## src/rtl/ledfx_pkg.sv

```systemverilog
`timescale 1ns / 1ps
`default_nettype none
// ----------------------------------------------------------------------------
// LED effect package
// Shared constants and types for the LED effect engine and its HSV colour unit.
// ----------------------------------------------------------------------------
package ledfx_pkg;

    // Width of the effect tick counter.
    localparam int TIMER_BITS = 16;
    // Counter compare width: wide enough for the counter, the period and a carry.
    localparam int CMP_W = ((TIMER_BITS > 16) ? TIMER_BITS : 16) + 1;

    // Configuration port.
    localparam int CFG_IDX_W  = 3;
    localparam int CFG_DATA_W = 16;

    localparam logic [CFG_IDX_W-1:0] CFG_MODE       = 3'd0;
    localparam logic [CFG_IDX_W-1:0] CFG_ON_STATE   = 3'd1;
    localparam logic [CFG_IDX_W-1:0] CFG_HUE        = 3'd2;
    localparam logic [CFG_IDX_W-1:0] CFG_SATURATION = 3'd3;
    localparam logic [CFG_IDX_W-1:0] CFG_BRIGHTNESS = 3'd4;
    localparam logic [CFG_IDX_W-1:0] CFG_BLINK_MS   = 3'd5;
    localparam logic [CFG_IDX_W-1:0] CFG_BREATHE_MS = 3'd6;

    // Effect modes.
    localparam logic [1:0] MODE_IDLE    = 2'd0;
    localparam logic [1:0] MODE_SOLID   = 2'd1;
    localparam logic [1:0] MODE_BLINK   = 2'd2;
    localparam logic [1:0] MODE_BREATHE = 2'd3;

    // Breathe triangle limits.
    localparam logic [7:0] BREATHE_MIN = 8'd5;
    localparam logic [7:0] BREATHE_MAX = 8'd255;

    // Reciprocal constants for the constant divisions in the colour unit.
    localparam logic [15:0] RECIP60         = 16'd17477;
    localparam int          RECIP60_SHIFT   = 20;
    localparam logic [15:0] RECIP100        = 16'd41944;
    localparam int          RECIP100_SHIFT  = 22;
    localparam logic [6:0]  SAT_FULL        = 7'd100;
    localparam logic [8:0]  DEG_PER_SECTOR  = 9'd60;

    // Request from the effect sequencer to the colour unit.
    typedef struct packed {
        logic       start;
        logic [7:0] value;
    } frame_req_t;

    // Colour settings seen by the colour unit.
    typedef struct packed {
        logic [8:0] hue;
        logic [6:0] saturation;
    } color_cfg_t;

endpackage
`default_nettype wire

```

## src/rtl/ledfx_ctrl.sv

```systemverilog
`timescale 1ns / 1ps
`default_nettype none
// ----------------------------------------------------------------------------
// LED effect sequencer
// Holds the configuration registers and the effect state, advances the tick
// counter on each accepted word and requests a colour frame when one is due.
// ----------------------------------------------------------------------------
module ledfx_ctrl (
    input  wire logic                              clk,
    input  wire logic                              rst_n,
    input  wire logic                              cfg_write,
    input  wire logic [ledfx_pkg::CFG_IDX_W-1:0]   cfg_index,
    input  wire logic [ledfx_pkg::CFG_DATA_W-1:0]  cfg_data,
    input  wire logic                              in_valid,
    input  wire logic                              restart,
    input  wire logic                              busy,
    output ledfx_pkg::frame_req_t                  req,
    output ledfx_pkg::color_cfg_t                  color_cfg
);

    // Configuration registers.
    logic [1:0]  mode_reg;
    logic        on_state_reg;
    logic [8:0]  hue_reg;
    logic [6:0]  saturation_reg;
    logic [7:0]  brightness_reg;
    logic [15:0] blink_period_reg;
    logic [7:0]  breathe_step_reg;

    // Effect state.
    logic [ledfx_pkg::TIMER_BITS-1:0] phase_reg, phase_next;
    logic       lit_reg, lit_next;
    logic [7:0] level_reg, level_next;
    logic       falling_reg, falling_next;
    logic       solid_sent_reg, solid_sent_next;

    // Values after an optional restart.
    logic [ledfx_pkg::TIMER_BITS-1:0] phase_eff;
    logic       lit_eff;
    logic [7:0] level_eff;
    logic       falling_eff;
    logic       solid_eff;
    logic       accept;
    logic       frame;
    logic [7:0] frame_value;
    logic [7:0] level_step;

    // Counter advance: wraps at period - 1, at all ones, and treats 0 as 1.
    function automatic logic [ledfx_pkg::TIMER_BITS-1:0] advance(
        input logic [ledfx_pkg::TIMER_BITS-1:0] ph,
        input logic [15:0]                      per
    );
        logic [ledfx_pkg::CMP_W-1:0] p;
        logic [ledfx_pkg::CMP_W-1:0] nx;
        p  = (per == 16'd0) ? ledfx_pkg::CMP_W'(1) : ledfx_pkg::CMP_W'(per);
        nx = ledfx_pkg::CMP_W'(ph) + ledfx_pkg::CMP_W'(1);
        if ((nx >= p) || (ph == '1))
        begin
            return '0;
        end
        return ph + ledfx_pkg::TIMER_BITS'(1);
    endfunction

    // Configuration writes.
    always_ff @(posedge clk or negedge rst_n)
    begin
        if (!rst_n)
        begin
            mode_reg         <= ledfx_pkg::MODE_IDLE;
            on_state_reg     <= 1'b0;
            hue_reg          <= 9'd0;
            saturation_reg   <= 7'd0;
            brightness_reg   <= 8'd255;
            blink_period_reg <= 16'd500;
            breathe_step_reg <= 8'd10;
        end
        else if (cfg_write)
        begin
            unique case (cfg_index)
                ledfx_pkg::CFG_MODE:       mode_reg         <= cfg_data[1:0];
                ledfx_pkg::CFG_ON_STATE:   on_state_reg     <= cfg_data[0];
                ledfx_pkg::CFG_HUE:        hue_reg          <= cfg_data[8:0];
                ledfx_pkg::CFG_SATURATION: saturation_reg   <= cfg_data[6:0];
                ledfx_pkg::CFG_BRIGHTNESS: brightness_reg   <= cfg_data[7:0];
                ledfx_pkg::CFG_BLINK_MS:   blink_period_reg <= cfg_data[15:0];
                ledfx_pkg::CFG_BREATHE_MS: breathe_step_reg <= cfg_data[7:0];
                default: ;
            endcase
        end
    end

    assign accept = in_valid && !busy;

    // Restart overrides the stored state for this tick.
    assign phase_eff   = restart ? '0 : phase_reg;
    assign lit_eff     = restart ? on_state_reg : lit_reg;
    assign level_eff   = restart ? ledfx_pkg::BREATHE_MIN : level_reg;
    assign falling_eff = restart ? 1'b0 : falling_reg;
    assign solid_eff   = restart ? 1'b0 : solid_sent_reg;

    // Breathe level after one step in the current direction.
    always_comb
    begin
        level_step = level_eff;
        if (!falling_eff)
        begin
            if (level_eff < ledfx_pkg::BREATHE_MAX)
            begin
                level_step = level_eff + 8'd1;
            end
        end
        else if (level_eff > ledfx_pkg::BREATHE_MIN)
        begin
            level_step = level_eff - 8'd1;
        end
    end

    // Effect step for one tick.
    always_comb
    begin
        phase_next      = phase_eff;
        lit_next        = lit_eff;
        level_next      = level_eff;
        falling_next    = falling_eff;
        solid_sent_next = solid_eff;
        frame           = 1'b0;
        frame_value     = 8'd0;
        unique case (mode_reg)
            ledfx_pkg::MODE_SOLID:
            begin
                if (!solid_eff)
                begin
                    frame           = 1'b1;
                    frame_value     = on_state_reg ? brightness_reg : 8'd0;
                    solid_sent_next = 1'b1;
                end
            end
            ledfx_pkg::MODE_BLINK:
            begin
                if (phase_eff == '0)
                begin
                    frame       = 1'b1;
                    lit_next    = !lit_eff;
                    frame_value = !lit_eff ? brightness_reg : 8'd0;
                end
                phase_next = advance(phase_eff, blink_period_reg);
            end
            ledfx_pkg::MODE_BREATHE:
            begin
                if (phase_eff == '0)
                begin
                    frame       = 1'b1;
                    frame_value = level_eff;
                    level_next  = level_step;
                    if (!falling_eff)
                    begin
                        falling_next = (level_step >= ledfx_pkg::BREATHE_MAX);
                    end
                    else
                    begin
                        falling_next = !(level_step <= ledfx_pkg::BREATHE_MIN);
                    end
                end
                phase_next = advance(phase_eff, 16'(breathe_step_reg));
            end
            default: ;
        endcase
    end

    // State update on each accepted word.
    always_ff @(posedge clk or negedge rst_n)
    begin
        if (!rst_n)
        begin
            phase_reg      <= '0;
            lit_reg        <= 1'b0;
            level_reg      <= ledfx_pkg::BREATHE_MIN;
            falling_reg    <= 1'b0;
            solid_sent_reg <= 1'b0;
        end
        else if (accept)
        begin
            phase_reg      <= phase_next;
            lit_reg        <= lit_next;
            level_reg      <= level_next;
            falling_reg    <= falling_next;
            solid_sent_reg <= solid_sent_next;
        end
    end

    assign req.start            = accept && frame;
    assign req.value            = frame_value;
    assign color_cfg.hue        = hue_reg;
    assign color_cfg.saturation = saturation_reg;

endmodule
`default_nettype wire

```

## src/rtl/ledfx_color.sv

```systemverilog
`timescale 1ns / 1ps
`default_nettype none
// ----------------------------------------------------------------------------
// HSV to RGB colour unit
// Six-sector integer conversion run through one shared 16x16 multiplier under
// a small sequencer; constant divisions use reciprocal multiplies.
// ----------------------------------------------------------------------------
module ledfx_color (
    input  wire logic                  clk,
    input  wire logic                  rst_n,
    input  wire ledfx_pkg::frame_req_t req,
    input  wire ledfx_pkg::color_cfg_t color_cfg,
    output logic                       busy,
    output logic                       out_valid,
    input  wire logic                  out_stall,
    output logic [7:0]                 red,
    output logic [7:0]                 green,
    output logic [7:0]                 blue
);

    // Sequencer steps.
    localparam logic [2:0] ST_IDLE = 3'd0;
    localparam logic [2:0] ST_SEC  = 3'd1;
    localparam logic [2:0] ST_LOP  = 3'd2;
    localparam logic [2:0] ST_LO   = 3'd3;
    localparam logic [2:0] ST_ADJP = 3'd4;
    localparam logic [2:0] ST_ADJ  = 3'd5;
    localparam logic [2:0] ST_DONE = 3'd6;

    // Hue sectors; every sector from five upward uses the last formula.
    localparam logic [3:0] SEC_RISE_G = 4'd0;
    localparam logic [3:0] SEC_FALL_R = 4'd1;
    localparam logic [3:0] SEC_RISE_B = 4'd2;
    localparam logic [3:0] SEC_FALL_G = 4'd3;
    localparam logic [3:0] SEC_RISE_R = 4'd4;

    logic [2:0]  state_reg, state_next;
    logic        out_valid_reg, out_valid_next;
    logic [7:0]  v_reg;
    logic [29:0] prod_reg;
    logic [3:0]  sector_reg;
    logic [5:0]  rem_reg;
    logic [7:0]  lo_reg;
    logic [7:0]  red_reg, green_reg, blue_reg;

    logic [15:0] mul_a, mul_b;
    logic [31:0] prod;
    logic [6:0]  sat_c;
    logic [3:0]  sector_calc;
    logic [5:0]  rem_calc;
    logic [7:0]  lo_calc;
    logic [7:0]  adj_calc;
    logic [7:0]  r_calc, g_calc, b_calc;
    logic        load_out;

    assign sat_c = (color_cfg.saturation > ledfx_pkg::SAT_FULL) ?
                   ledfx_pkg::SAT_FULL : color_cfg.saturation;

    // Quotients read from the product register.
    assign sector_calc = 4'(prod_reg >> ledfx_pkg::RECIP60_SHIFT);
    assign rem_calc    = 6'(color_cfg.hue - 9'(sector_calc * ledfx_pkg::DEG_PER_SECTOR));
    assign lo_calc     = 8'(prod_reg >> ledfx_pkg::RECIP100_SHIFT);
    assign adj_calc    = 8'(prod_reg >> ledfx_pkg::RECIP60_SHIFT);

    // Shared multiplier operand selection.
    always_comb
    begin
        mul_a = 16'd0;
        mul_b = 16'd0;
        unique case (state_reg)
            ST_SEC:
            begin
                mul_a = 16'(color_cfg.hue);
                mul_b = ledfx_pkg::RECIP60;
            end
            ST_LOP:
            begin
                mul_a = 16'(v_reg);
                mul_b = 16'(ledfx_pkg::SAT_FULL - sat_c);
            end
            ST_LO:
            begin
                mul_a = 16'(prod_reg[14:0]);
                mul_b = ledfx_pkg::RECIP100;
            end
            ST_ADJP:
            begin
                mul_a = 16'(v_reg - lo_calc);
                mul_b = 16'(rem_reg);
            end
            ST_ADJ:
            begin
                mul_a = 16'(prod_reg[13:0]);
                mul_b = ledfx_pkg::RECIP60;
            end
            default: ;
        endcase
    end

    assign prod = mul_a * mul_b;

    // Channel assembly from the sector.
    always_comb
    begin
        unique case (sector_reg)
            SEC_RISE_G:
            begin
                r_calc = v_reg;
                g_calc = lo_reg + adj_calc;
                b_calc = lo_reg;
            end
            SEC_FALL_R:
            begin
                r_calc = v_reg - adj_calc;
                g_calc = v_reg;
                b_calc = lo_reg;
            end
            SEC_RISE_B:
            begin
                r_calc = lo_reg;
                g_calc = v_reg;
                b_calc = lo_reg + adj_calc;
            end
            SEC_FALL_G:
            begin
                r_calc = lo_reg;
                g_calc = v_reg - adj_calc;
                b_calc = v_reg;
            end
            SEC_RISE_R:
            begin
                r_calc = lo_reg + adj_calc;
                g_calc = lo_reg;
                b_calc = v_reg;
            end
            default:
            begin
                r_calc = v_reg;
                g_calc = lo_reg;
                b_calc = v_reg - adj_calc;
            end
        endcase
    end

    // The result loads once the output register is free or being emptied.
    assign load_out = (state_reg == ST_DONE) && (!out_valid_reg || !out_stall);

    // Sequencer next state.
    always_comb
    begin
        state_next = state_reg;
        unique case (state_reg)
            ST_IDLE: state_next = req.start ? ST_SEC : ST_IDLE;
            ST_SEC:  state_next = ST_LOP;
            ST_LOP:  state_next = ST_LO;
            ST_LO:   state_next = ST_ADJP;
            ST_ADJP: state_next = ST_ADJ;
            ST_ADJ:  state_next = ST_DONE;
            ST_DONE: state_next = load_out ? ST_IDLE : ST_DONE;
            default: state_next = ST_IDLE;
        endcase
    end

    // Output word valid flag.
    always_comb
    begin
        out_valid_next = out_valid_reg;
        if (load_out)
        begin
            out_valid_next = 1'b1;
        end
        else if (out_valid_reg && !out_stall)
        begin
            out_valid_next = 1'b0;
        end
    end

    always_ff @(posedge clk or negedge rst_n)
    begin
        if (!rst_n)
        begin
            state_reg     <= ST_IDLE;
            out_valid_reg <= 1'b0;
        end
        else
        begin
            state_reg     <= state_next;
            out_valid_reg <= out_valid_next;
        end
    end

    // Datapath registers.
    always_ff @(posedge clk)
    begin
        if (req.start && (state_reg == ST_IDLE))
        begin
            v_reg <= req.value;
        end
        if ((state_reg == ST_SEC) || (state_reg == ST_LOP) || (state_reg == ST_LO) ||
            (state_reg == ST_ADJP) || (state_reg == ST_ADJ))
        begin
            prod_reg <= prod[29:0];
        end
        if (state_reg == ST_LOP)
        begin
            sector_reg <= sector_calc;
            rem_reg    <= rem_calc;
        end
        if (state_reg == ST_ADJP)
        begin
            lo_reg <= lo_calc;
        end
        if (load_out)
        begin
            red_reg   <= r_calc;
            green_reg <= g_calc;
            blue_reg  <= b_calc;
        end
    end

    assign busy      = (state_reg != ST_IDLE);
    assign out_valid = out_valid_reg;
    assign red       = red_reg;
    assign green     = green_reg;
    assign blue      = blue_reg;

endmodule
`default_nettype wire

```

## src/rtl/led_effect_hsv_to_rgb.sv

```systemverilog
`timescale 1ns / 1ps
`default_nettype none
// A tick that causes a frame passes through the colour unit steps SEC, LOP, LO, ADJP, ADJ
// and DONE before its word is registered onto out_valid. A tick with no frame does not
// stall; one with a frame holds in_stall over five multiplier passes and an assembly step.
// A finished frame waits in the output register while the next tick is accepted; a new
// frame that finds that register still stalled keeps in_stall high until it is taken.
// Reset (rst_n low, asynchronous) restores the register defaults and the effect state.
// ----------------------------------------------------------------------------
// LED effect engine top level
// Millisecond-tick effect sequencer (solid, blink, breathe) feeding an
// iterative HSV-to-RGB colour unit.
// ----------------------------------------------------------------------------
module led_effect_hsv_to_rgb (
    input  wire logic                              clk,
    input  wire logic                              rst_n,
    input  wire logic                              cfg_write,
    input  wire logic [ledfx_pkg::CFG_IDX_W-1:0]   cfg_index,
    input  wire logic [ledfx_pkg::CFG_DATA_W-1:0]  cfg_data,
    input  wire logic                              in_valid,
    output logic                                   in_stall,
    input  wire logic                              restart,
    output logic                                   out_valid,
    input  wire logic                              out_stall,
    output logic [7:0]                             red,
    output logic [7:0]                             green,
    output logic [7:0]                             blue
);

    ledfx_pkg::frame_req_t req;
    ledfx_pkg::color_cfg_t color_cfg;
    logic                  busy;

    // Effect sequencer and configuration registers.
    ledfx_ctrl u_ctrl (
        .clk       (clk),
        .rst_n     (rst_n),
        .cfg_write (cfg_write),
        .cfg_index (cfg_index),
        .cfg_data  (cfg_data),
        .in_valid  (in_valid),
        .restart   (restart),
        .busy      (busy),
        .req       (req),
        .color_cfg (color_cfg)
    );

    // Colour conversion and output register.
    ledfx_color u_color (
        .clk       (clk),
        .rst_n     (rst_n),
        .req       (req),
        .color_cfg (color_cfg),
        .busy      (busy),
        .out_valid (out_valid),
        .out_stall (out_stall),
        .red       (red),
        .green     (green),
        .blue      (blue)
    );

    // A tick waits while a frame is being converted.
    assign in_stall = busy;

endmodule
`default_nettype wire

```

## config.mk

```make
export PLATFORM = sky130hd
export DESIGN_NAME = led_effect_hsv_to_rgb
export DESIGN_NICKNAME = d
export VERILOG_FILES = /design/src/rtl/ledfx_pkg.sv /design/src/rtl/ledfx_ctrl.sv /design/src/rtl/ledfx_color.sv /design/src/rtl/led_effect_hsv_to_rgb.sv
export SDC_FILE = /design/constraint.sdc
export NUM_CORES = 1
export LEC_CHECK = 0
export BUFFER_PORTS_ARGS = -buffer_cell sky130_fd_sc_hd__buf_2
export CAP_MARGIN = 20
export CELL_PAD_IN_SITES_DETAIL_PLACEMENT = 0
export CELL_PAD_IN_SITES_GLOBAL_PLACEMENT = 1
export CORE_MARGIN = 2
export CORE_UTILIZATION = 40
export DETAILED_ROUTE_END_ITERATION = 7
export GPL_TIMING_DRIVEN = 1
export HOLD_SLACK_MARGIN = 0.15
export PLACE_DENSITY_LB_ADDON = 0.1
export SLEW_MARGIN = 0
export SYNTH_ARGS = -nofsm -noshare
export SYNTH_HDL_FRONTEND = slang
export SYNTH_HIERARCHICAL = 1
export SYNTH_SLANG_ARGS = --single-unit
```

## constraint.sdc

```tcl
create_clock -name clk -period 8.9 [get_ports clk]
set_clock_uncertainty 0.15 [all_clocks]
set_input_delay 1.78 -clock clk [delete_from_list [all_inputs] [get_ports clk]]
set_output_delay 1.78 -clock clk [all_outputs]
set_load 0.005 [all_outputs]
```

==> results.txt, run 1 <==
Sorting the synthesized cells by area gives the leading types as fa_1 (22%), edfxtp_1 (13%), ha_1 (11%). The worst path arrival time came out at 8.46 ns. The average instance in the mapped netlist occupies 9.632 µm². The final clock period utilization by the worst path is 94.60%. The final-report max-slew violation count is 0. The origin of the worst min-delay path is u_color/prod_reg[28]$_DFFE_PP_. The cell depth of the worst hold path is 0. The floorplan step defined a die boundary enclosing 0.04505 mm². The max-slew headroom at the worst pin is 30.73%. The final routed wire length divided by cell count came out at 19.40 µm. The remaining antenna violation count after routing is 0.

The die is 212.3 µm tall. The setup violation total in the final timing report came out at 0. The number of I/O port buffers came out at 50.

The amount of wire on met3 after detailed routing came out at 1912 µm. The critical path's most frequent cell is fa_1. In the synthesized netlist the dominant register cell turns out to be edfxtp_1. The number of vias after detailed routing came out at 12.96k. STA classifies the critical path endpoint as a flop. The sort of element at the start of the critical path is a flop. The final period demand of the worst path is 8.420 ns. The post-cts sizing count is 0. The wire length of the first global-routing pass is 76490 µm. In this design, the stage delay of the slowest critical-path cell is 0.56 ns.

The first detailed-routing pass ran for 7 iterations. The portion of the post-synthesis area used by sequential elements came out at 24.94%. The sum of net half-perimeters after detailed placement came out at 39480 µm. Among cell families on the critical path, the largest total delay comes from adder cells. The post-route met1 wirelength is 23080 µm. The floorplan row count came out at 76. The core outline area is 0.04298 mm².

The number of setup buffers added after CTS is 0. Counting instances in the post-synthesis netlist gives the leading cell types as inv_1 (300), fa_1 (192), nor2_1 (166). The required time of the worst setup path is 8.94 ns. The total negative slack is 0 ns. Setup repair after global routing left no endpoint under its margin. The count of nets after finishing came out at 2256. The clock sink total is 157. The worst hold path endpoint is u_color/lo_reg[6]$_DFFE_PP_. The via count of the first global-routing pass is 13.18k. The number of buffers on the longest clock path is 2. The depth of the worst register-to-register path is 32. The reg2reg setup slack came out at 0.48 ns. The number of primary I/O pins came out at 51. Counting every instance in the synthesized netlist gives 1801.

The cell type of the slowest stage on the worst timing path is fa_1. The number of antenna violations at the first check in global routing came out at 0. After synthesis, the share of flip-flops with an asynchronous set or reset is 52.23%. The number of different library cells in the post-synthesis netlist is 89.

The run finished with clean final reports. For the pin with the worst max-slew slack, the measured transition is 1.034 ns. The cts-stage hold buffer count is 0. The cell chosen for the clock root is clkbuf_16.

The number of synthesized flops with an enable pin is 75. The highest layer touched by signal routing is met4. Summing every instance area after synthesis gives 0.01735 mm². The total DRC errors in the routed layout came out at 0. Clock-pin slew was measured on the worst setup and hold paths at 0.07 ns. After synthesis the netlist holds a flip-flop and latch count of 157. The starting density of the core is 40.36%. The depth of the CTS H-tree came out at 4. The maximum net fanout on the critical path came out at 16.

The global-route total usage across every layer is 22.42%. The detailed route wirelength on metal2 came out at 22520 µm. The number of antenna diodes in the final layout is 0.

The congestion estimate from routability-driven global placement came to 0.8484. The number of max-capacitance violations reported is 0. The reg-to-reg startpoint is u_color/v_reg[0]$_DFFE_PP_. The share of cells above drive strength 1 came out at 12.25%.

Measured along the x axis, the die boundary spans 212.3 µm. The post-synthesis to final-layout area growth came out at 10.19%. The proportion of netlist area held by the largest area contributor is 22.16%. In the post-synthesis netlist, the cell with the most instances is inv_1. The endpoint of the worst register-to-register path is u_color/prod_reg[29]$_DFFE_PP_. The count of warnings emitted by yosys is 6.

The fill cell instance count of the final layout came out at 4271. The biggest area contributor in the post-synthesis netlist is fa_1. The tightest min-delay check is of the reg -> reg type. The total global routing overflow came out at 0.

TritonCTS built the clock tree. The largest net degree at the start of global routing is 50. The number of hold violations in the final report is 0. Counting the buffers created by CTS gives 17. The number of buffers and inverters on the critical path is 7. The ratio of routed vias to standard cells is 5.210. The worst setup path is of the reg -> reg kind.

The total wire length after detailed routing is 48250 µm. After the first detailed-routing iteration, the DRC count stood at 764. The clock latency of the later-clocked register in the worst-skew pair is 0.44 ns. The register with the most flip-flops in the layout has 25 of them. Based on the critical path, the design can be clocked at up to 0.1188 GHz.
==> kinds of logic after synthesis <==
kind of cell             after synthesis  share of synthesized area, %
AND/OR/NAND/NOR                      499                         14.17
buffers and inverters                354                         7.847
adder cells (fa/ha/maj)              342                         32.98
AO/OA/AOI/OAI                        320                         12.71
flip-flops                           157                         24.94
XOR/XNOR                              66                         3.411
multiplexers                          61                         3.909
other                                  2                       0.04329
==> how the worst max path moves through the flow <==
stage	cells past startpoint	endpoint	slack, ns	startpoint
5_1_grt	32	u_color/prod_reg[29]$_DFFE_PP_	0.0007	u_color/v_reg[0]$_DFFE_PP_
4_1_cts	32	u_color/prod_reg[29]$_DFFE_PP_	0.20	u_color/v_reg[0]$_DFFE_PP_
3_3_place_gp	32	u_color/prod_reg[29]$_DFFE_PP_	0.31	u_color/v_reg[0]$_DFFE_PP_
3_5_place_dp	32	u_color/prod_reg[29]$_DFFE_PP_	0.24	u_color/v_reg[0]$_DFFE_PP_
6_report	32	u_color/prod_reg[29]$_DFFE_PP_	0.48	u_color/v_reg[0]$_DFFE_PP_
2_1_floorplan	29	u_color/prod_reg[29]$_DFFE_PP_	1.07	u_color/v_reg[1]$_DFFE_PP_
==> routing by layer <==
layer | up-vias | track usage (%)
met1 | 6490 | 32.20
met2 | 258 | 36.26
met5 | - | 0
met4 | 0 | 4.847
met3 | 38 | 2.910
li1 | 6172 | -
==> per-stage QoR <==
stage          instance area [µm²]  cells  util, %  hold slack [ns]  setup WS [ns]
2_1_floorplan                17490   1839        -           0.2764          1.066
3_3_place_gp                 18500   2455    43.05           0.3083         0.3102
3_5_place_dp                 18500   2455    43.05           0.3270         0.2414
4_1_cts                      19110   2487    44.45           0.3334         0.1994
5_1_grt                      19120   2487    44.47           0.3465      0.0006519
6_report                     19120   2487    44.47           0.3319         0.4804
==> area by class of cell <==
cell class | instances | area [µm²] | share of cell area (%)
clock buffers | 21 | 471.7 | 2.468
repair buffers | 81 | 485.5 | 2.540
flip-flops and latches | 157 | 4327 | 22.63
clock inverters | 11 | 132.6 | 0.6938
multi-input cells | 1328 | 11830 | 61.86
inverters | 304 | 1142 | 5.976
well taps | 585 | 732.0 | 3.829
==> cell usage in the layout, fill, tap and decap left out, types with 6 or more instances in the layout <==
master | synthesis | layout
nor3_1 | 21 | 21
dfrtp_1 | 64 | 64
nand2_1 | 127 | 127
o21ai_0 | 78 | 77
a31oi_1 | 6 | 6
edfxtp_1 | 75 | 75
nand4_1 | 9 | 9
a21o_1 | 16 | 16
buf_4 | 0 | 32
nand2b_1 | 25 | 25
or3_1 | 7 | 7
a22o_1 | 13 | 13
nor2_1 | 166 | 165
dfstp_2 | 18 | 18
a21oi_1 | 64 | 62
nand3_1 | 32 | 32
a21oi_2 | 4 | 6
and3_1 | 13 | 13
buf_2 | 13 | 49
and2_1 | 10 | 10
xnor2_1 | 49 | 49
xor2_1 | 16 | 16
conb_1 | 2 | 40
o21bai_1 | 16 | 16
or2_1 | 11 | 11
a22oi_1 | 13 | 13
ha_1 | 150 | 150
nor2b_1 | 27 | 27
nor4_1 | 9 | 9
mux2i_1 | 7 | 7
fa_1 | 192 | 192
or2_2 | 13 | 13
o21ai_1 | 13 | 14
clkbuf_16 | 0 | 18
mux2_2 | 54 | 54
o22ai_1 | 7 | 7
a211oi_1 | 9 | 9
o211ai_1 | 6 | 6
inv_1 | 300 | 300
o21a_1 | 9 | 9
Power of run 1 is not shown: default switching activity piles up to over one toggle a cycle in this logic, so the estimate is an artifact.
==> inputs of run 2 (changes only) <==
Settings changed: ABC_AREA set to 1, CORE_MARGIN 2 to 5.
Clock period 8.9 ns to 7.6 ns, I/O delays scaled along.
==> results.txt, run 2 <==
The via count of the first global-routing pass came out at 15.50k (+18%). The number of different library cells in the post-synthesis netlist is 57 (-36%). The netlist area before placement was 0.01822 mm² (+5.0%). The ratio of routed vias to standard cells was 4.990 (-4.2%). The worst hold slack came out at 0.3353 ns (+0.003426 ns). The post-synthesis cell count is 2311 (+28%). Ranked by total cell area, the synthesized netlist is headed by fa_1 (21%), edfxtp_1 (12%), inv_1 (11%). The die height is 223.4 µm (+5.3%).

The worst path arrival time is 7.26 ns (-1.20 ns). The proportion of netlist area held by the largest area contributor came out at 21.10% (-1.1 points). The floorplan row count is 78 (+2.6%).

The post-synthesis async set-or-reset flop share came to 52.23% (unchanged). The portion of the post-synthesis area used by sequential elements came out at 23.75% (-1.2 points). The area of the die is 0.04991 mm² (+11%). The total global routing overflow came out at 0 (unchanged). The flip-flop count of the largest register, all copies and words added is 25 (unchanged). By startpoint and endpoint, the worst setup path is classified as reg -> reg.

The reg2reg setup slack is 0.34 ns (-0.14 ns). The cell type of the slowest stage on the worst timing path is fa_1. The final routed wire length divided by cell count came out at 17.94 µm (-7.5%). The number of buffers added by the clock tree synthesis step is 17 (unchanged).

The final core utilization came out at 44.19% (-0.29 points). The global-route total usage across every layer is 22.12% (-0.30 points). The cell chosen for the clock root is clkbuf_16. The final clock period utilization by the worst path is 95.52% (+0.92 points). The required time of the worst setup path came out at 7.60 ns (-1.34 ns).

The total wire length after detailed routing came out at 54170 µm (+12%). The max-slew headroom at the worst pin was 40.32% (+9.6 points). The highest attainable clock frequency came out at 0.1377 GHz (+16%). The largest net degree at the start of global routing is 58 (+16%). In the synthesized netlist, the cells that appear most often are inv_1 (523), nand2_1 (509), fa_1 (192).

The worst hold path belongs to the class reg -> reg. The cts-stage hold buffer count came out at 0 (unchanged). The final weighted congestion in routability-driven placement is 0.9017 (+6.3%).

The final worst setup slack is 0.3404 ns (-0.1400 ns). Among all flip-flop cells after synthesis, the most frequent one is edfxtp_1. The width of the chip is 223.4 µm (+5.3%). The first-iteration detailed-routing DRC count is 1083 (+42%).

The setup violation total in the final timing report came out at 0 (unchanged). The number of vias after detailed routing came out at 15.07k (+16%). The number of synthesized flops with an enable pin was 75 (unchanged).

The clock sink total is 157 (unchanged). The count of nets after finishing came out at 2773 (+23%). The delay of the slowest cell on the worst path came out at 0.55 ns (about the same). The core outline area is 0.04519 mm² (+5.1%).

The starting density of the core was 40.31% (-0.048 points). The number of hold violations in the final report was 0 (unchanged). In the layout the commonest cells are inv_1 (523), nand2_1 (506), fa_1 (192). The flow ran to the end, and the final reports show no timing, DRC or antenna violations. The maximum net fanout on the critical path is 4 (-12). The sum of net half-perimeters after detailed placement is 44760 µm (+13%). The number of buffers on the longest clock path came out at 2 (unchanged). The clock latency of the later-clocked register in the worst-skew pair came to 0.45 ns (about the same). The wire length of the first global-routing pass came to 86900 µm (+14%).

The final-report max-slew violation count is 0 (unchanged). The buffer and inverter count on the worst path is 6 (-1). Among all cell types in the netlist, the one instantiated most often is inv_1.

The actual slew at the worst max-slew pin came out at 0.8930 ns (-0.1414 ns). The total DRC errors in the routed layout was 0 (unchanged). Grouping stages by cell kind, the critical path spends the most delay in adder cells. The number of max-capacitance violations reported came to 0 (unchanged). The post-synthesis to final-layout area growth came out at 9.609%. The number of I/O port buffers came out at 50 (unchanged). The remaining antenna violation count after routing is 0 (unchanged). The share of cells above drive strength 1 is 9.756% (-2.5 points). The number of antenna cells inserted is 0 (unchanged). The worst setup path is captured at a flop. The number of flip-flops and latches in the synthesized netlist is 157 (unchanged). TritonCTS built the clock tree. Setup repair after global routing left no endpoint under its margin. The final period demand of the worst path came to 7.260 ns (-1.160 ns). Summed over all instances, the cell type with the most area after synthesis is fa_1.

The fill cell instance count of the final layout came out at 4670 (+9.3%). The sort of element at the start of the critical path is a flop. The clock edge transition at the registers on the reported setup and hold paths was 0.07 ns (about the same). The count of warnings emitted by yosys came to 6 (unchanged). The number of antenna violations at the first check in global routing is 0 (unchanged). The total negative slack came to 0 ns (unchanged). The length of the first detailed-routing pass in iterations was 5 (-2). The worst setup timing slack at the placement stage is -0.004636 ns (-0.2461 ns). The depth of the CTS H-tree came out at 4 (unchanged). The number of primary I/O pins was 51 (unchanged).

By instance count, the cell type seen most on the critical path is fa_1. The average cell area after synthesis came out at 7.882 µm² (-18%). The most common cell after layout, fill and taps aside is inv_1.
-- run 2: path summary, 6_finish.rpt --
check | cells past startpoint | from | to
setup / recovery | 27 | u_color/v_reg[0]$_DFFE_PP_ | u_color/prod_reg[24]$_DFFE_PP_
hold / removal | 2 | u_ctrl/falling_reg$_DFFE_PN0P_ | u_ctrl/falling_reg$_DFFE_PN0P_
setup reg to reg | 27 | u_color/v_reg[0]$_DFFE_PP_ | u_color/prod_reg[24]$_DFFE_PP_
hold reg to reg | 2 | u_ctrl/falling_reg$_DFFE_PN0P_ | u_ctrl/falling_reg$_DFFE_PN0P_
max in group asynchronous | 2 | rst_n | u_ctrl/breathe_step_reg[4]$_DFFE_PN0P_
min in group asynchronous | 1 | rst_n | u_ctrl/phase_reg[14]$_DFFE_PN0P_
-- run 2: per-stage QoR --
stage,instance area [µm²],std cells
floorplan,18360,2349
global placement,19320,2985
detailed placement,19320,2985
CTS,19900,3017
global route,19970,3019
finish,19970,3019
-- run 2: layout make-up --
cell class	count	area, µm²	area share (%)
Tap cell	600	750.7	3.760
Timing Repair Buffer	71	410.4	2.055
Clock inverter	14	143.9	0.7206
Sequential cell	157	4327	21.67
Multi-Input combinational cell	1611	11850	59.34
Clock buffer	18	429.2	2.149
Inverter	548	2057	10.30
-- run 2: worst min-delay path: cells and delay by family (launching register included) --
kind             cells  cell delay, ns
AND/OR/NAND/NOR      2            0.11
flip-flops           1            0.34
-- run 2: logic make-up (layout without fill, tap and decap cells) --
family / count (synthesis) / after routing / synth area share (%)
flip-flops: 157 / 157 / 23.75
buffers and inverters: 581 / 651 / 12.31
AND/OR/NAND/NOR: 916 / 916 / 21.97
adder cells (fa/ha/maj): 342 / 342 / 31.40
multiplexers: 1 / 1 / 0.06181
other: 2 / 40 / 0.04123
XOR/XNOR: 41 / 41 / 1.971
AO/OA/AOI/OAI: 271 / 271 / 8.490
-- run 2: what timing repair did --
item                                   in CTS  in global routing
resized for setup                           1                 15
pin swaps                                   0                  1
setup endpoints to repair                   1                 12
endpoints found under the hold margin       0                  0
buffers inserted                            0                  2
-- run 2: metal layers --
layer  GRT usage [%]  up-vias  wire (µm)
met4           4.783        0       1000
met5               0        -          0
li1                -     7359          -
met1           32.10     7321      25990
met2           35.46      325      24930
met3           3.066       61       2248
Power of run 2 is left out for the same reason.
==> inputs of run 3 (changes only) <==
Settings changed: CORE_UTILIZATION 40 to 44.
==> results.txt, run 3 (synthesis results as in run 2) <==
The wire length of the first global-routing pass is 84730 µm (-2.5%). The final period demand of the worst path came out at 7.208 ns (-0.05140 ns). The die height came to 213.5 µm (-4.4%). The depth of the worst register-to-register path came out at 28 (+3.7%). The final routed wire length divided by cell count came out at 17.71 µm (-1.3%). The largest net degree at the start of global routing was 63 (+8.6%). The clock edge transition at the registers on the reported setup and hold paths is 0.07 ns (about the same). The required time of the worst setup path is 7.64 ns (+0.04 ns).

The maximum net fanout on the critical path came out at 17 (+13). The number of I/O port buffers came to 50 (unchanged). The clock sink total came out at 157 (unchanged). The width of the chip is 213.5 µm (-4.4%). The floorplan row count is 74 (-5.1%). The core outline area came out at 0.04092 mm² (-9.4%). The post-route met1 wirelength came to 24630 µm (-5.2%).

The worst setup path is launched from a flop. The total wire length after detailed routing came out at 52270 µm (-3.5%). The highest attainable clock frequency came to 0.1387 GHz (+0.71%). The sum of net half-perimeters after detailed placement was 43380 µm (-3.1%). The number of max-capacitance violations reported is 0 (unchanged). The post-synthesis to final-layout area growth is 8.950%.

The length of the first detailed-routing pass in iterations came to 5 (unchanged). The multi-input combinational cell area is 0.01183 mm² (-0.18%). The remaining antenna violation count after routing is 0 (unchanged).

The endpoint identified for the worst register-to-register timing path is u_color/prod_reg[22]$_DFFE_PP_. The cell depth of the worst hold path came out at 2 (unchanged). The final weighted congestion in routability-driven placement is 0.8934 (-0.92%). The detailed route wirelength on metal2 was 23990 µm (-3.8%). The global-route total usage across every layer is 23.85% (+1.7 points).

The depth of the CTS H-tree came out at 4 (unchanged). The flip-flop count of the largest register, all copies and words added is 25 (unchanged). The first-iteration detailed-routing DRC count came to 1195 (+10%). The total global routing overflow came out at 0 (unchanged). The via count of the first global-routing pass is 15.28k (-1.4%). The worst path arrival time was 7.24 ns (-0.02 ns). The number of primary I/O pins came to 51 (unchanged). The number of vias after detailed routing came out at 15.07k (-0.0066%).

The number of antenna cells inserted is 0 (unchanged). Setup repair after global routing left no endpoint under its margin. The final clock period utilization by the worst path came out at 94.84% (-0.68 points). The setup path with the least slack is of type reg -> reg. TritonCTS built the clock tree. The actual slew at the worst max-slew pin came out at 0.8984 ns (+0.005361 ns). The register area is 0.004327 mm² (unchanged). The area of the die is 0.04557 mm² (-8.7%). The run finished with clean final reports. The worst hold path terminates at u_ctrl/falling_reg$_DFFE_PN0P_. The amount of wire on met3 after detailed routing is 2687 µm (+20%). The count of nets after finishing is 2773 (unchanged). The delay of the slowest cell on the worst path is 0.56 ns (about the same). The share of cells above drive strength 1 came to 9.549% (-0.21 points). The starting density of the core is 44.51% (+4.2 points). The clock latency of the later-clocked register in the worst-skew pair is 0.45 ns (about the same).

The slowest stage of the critical path is the fa_1 cell. The number of hold violations in the final report came out at 0 (unchanged). The top routing layer in use is met4. The worst hold path begins at u_ctrl/falling_reg$_DFFE_PN0P_.

The fill cell instance count of the final layout is 4129 (-12%). The total negative slack is 0 ns (unchanged). The reg2reg setup slack was 0.39 ns (+0.05 ns). The tightest min-delay check is of the reg -> reg type. The setup violation total in the final timing report is 0 (unchanged).

The total DRC errors in the routed layout came out at 0 (unchanged). The top cell types in the final layout, fill and taps aside, are inv_1 (523), nand2_1 (507), fa_1 (192). STA classifies the critical path endpoint as a flop.

The number of buffers on the longest clock path is 2 (unchanged). The most common cell after layout, fill and taps aside is inv_1. The number of antenna violations at the first check in global routing is 0 (unchanged). The ratio of routed vias to standard cells is 5.105 (+2.3%). The max-slew headroom at the worst pin came out at 39.96% (-0.36 points). The number of buffers added by the clock tree synthesis step is 17 (unchanged). The final-report max-slew violation count came out at 0 (unchanged). The cell sitting at the root of the clock tree is a clkbuf_16.

In this run the critical register-to-register path is launched from u_color/v_reg[0]$_DFFE_PP_.
[run 3: cell types whose count changed in the layout (fill, tap and decap cells not counted), moves of 2 or more]
cell	change
clkinv_2	+3
nand2_2	-2
inv_6	-2
clkinv_1	-2
nor2_2	-2
[run 3: layout make-up]
cell class	instances	share of cell area [%]
multi-input combinational	1611	59.60
sequential	157	21.80
inverter	548	10.36
tap	532	3.354
clock buffer	20	2.307
timing repair buffer	71	2.068
clock inverter	12	0.5107
[run 3: worst max-delay path: cells and delay by family, from the launching register on]
kind                     cells  cell delay (ns)
adder cells (fa/ha/maj)      9             3.89
AND/OR/NAND/NOR              8             0.98
AO/OA/AOI/OAI                3             0.77
buffers and inverters        7             0.53
flip-flops                   1             0.44
XOR/XNOR                     1             0.16
[run 3: repair_timing]
item                                    in CTS  in global routing
buffers inserted                             0                  5
resized for setup                            0                 10
hold buffers                                 0                  0
endpoints found under the hold margin        0                  0
endpoints found under the setup margin       0                 13
[run 3: layer usage]
metal	global-route usage (%)	vias to the layer above
met5	0	-
met4	4.978	0
met3	3.409	53
met2	38.11	369
met1	34.95	7283
li1	-	7360
[run 3: worst max path at each step]
stage	startpoint	endpoint	cells after the start
after floorplan	u_color/v_reg[0]$_DFFE_PP_	u_color/prod_reg[22]$_DFFE_PP_	27
after global placement	u_ctrl/saturation_reg[0]$_DFFE_PN0P_	u_color/prod_reg[14]$_DFFE_PP_	31
after detailed placement	u_ctrl/saturation_reg[0]$_DFFE_PN0P_	u_color/prod_reg[14]$_DFFE_PP_	31
after CTS	u_ctrl/saturation_reg[0]$_DFFE_PN0P_	u_color/prod_reg[14]$_DFFE_PP_	31
after global routing	u_ctrl/saturation_reg[0]$_DFFE_PN0P_	u_color/prod_reg[14]$_DFFE_PP_	31
final	u_color/v_reg[0]$_DFFE_PP_	u_color/prod_reg[22]$_DFFE_PP_	28
[run 3: metrics by stage]
step	instance area, µm²	hold slack [ns]	utilization [%]	worst slack, ns	instances
global route	19850	0.3633	48.50	0.006489	2951
detailed placement	19220	0.3223	46.96	0.07142	2914
finish	19850	0.3375	48.50	0.3918	2951
global placement	19220	0.3140	46.96	0.06369	2914
CTS	19780	0.3416	48.32	0.03906	2946
floorplan	18360	0.2764	-	1.133	2349
Power of run 3 is left out for the same reason.
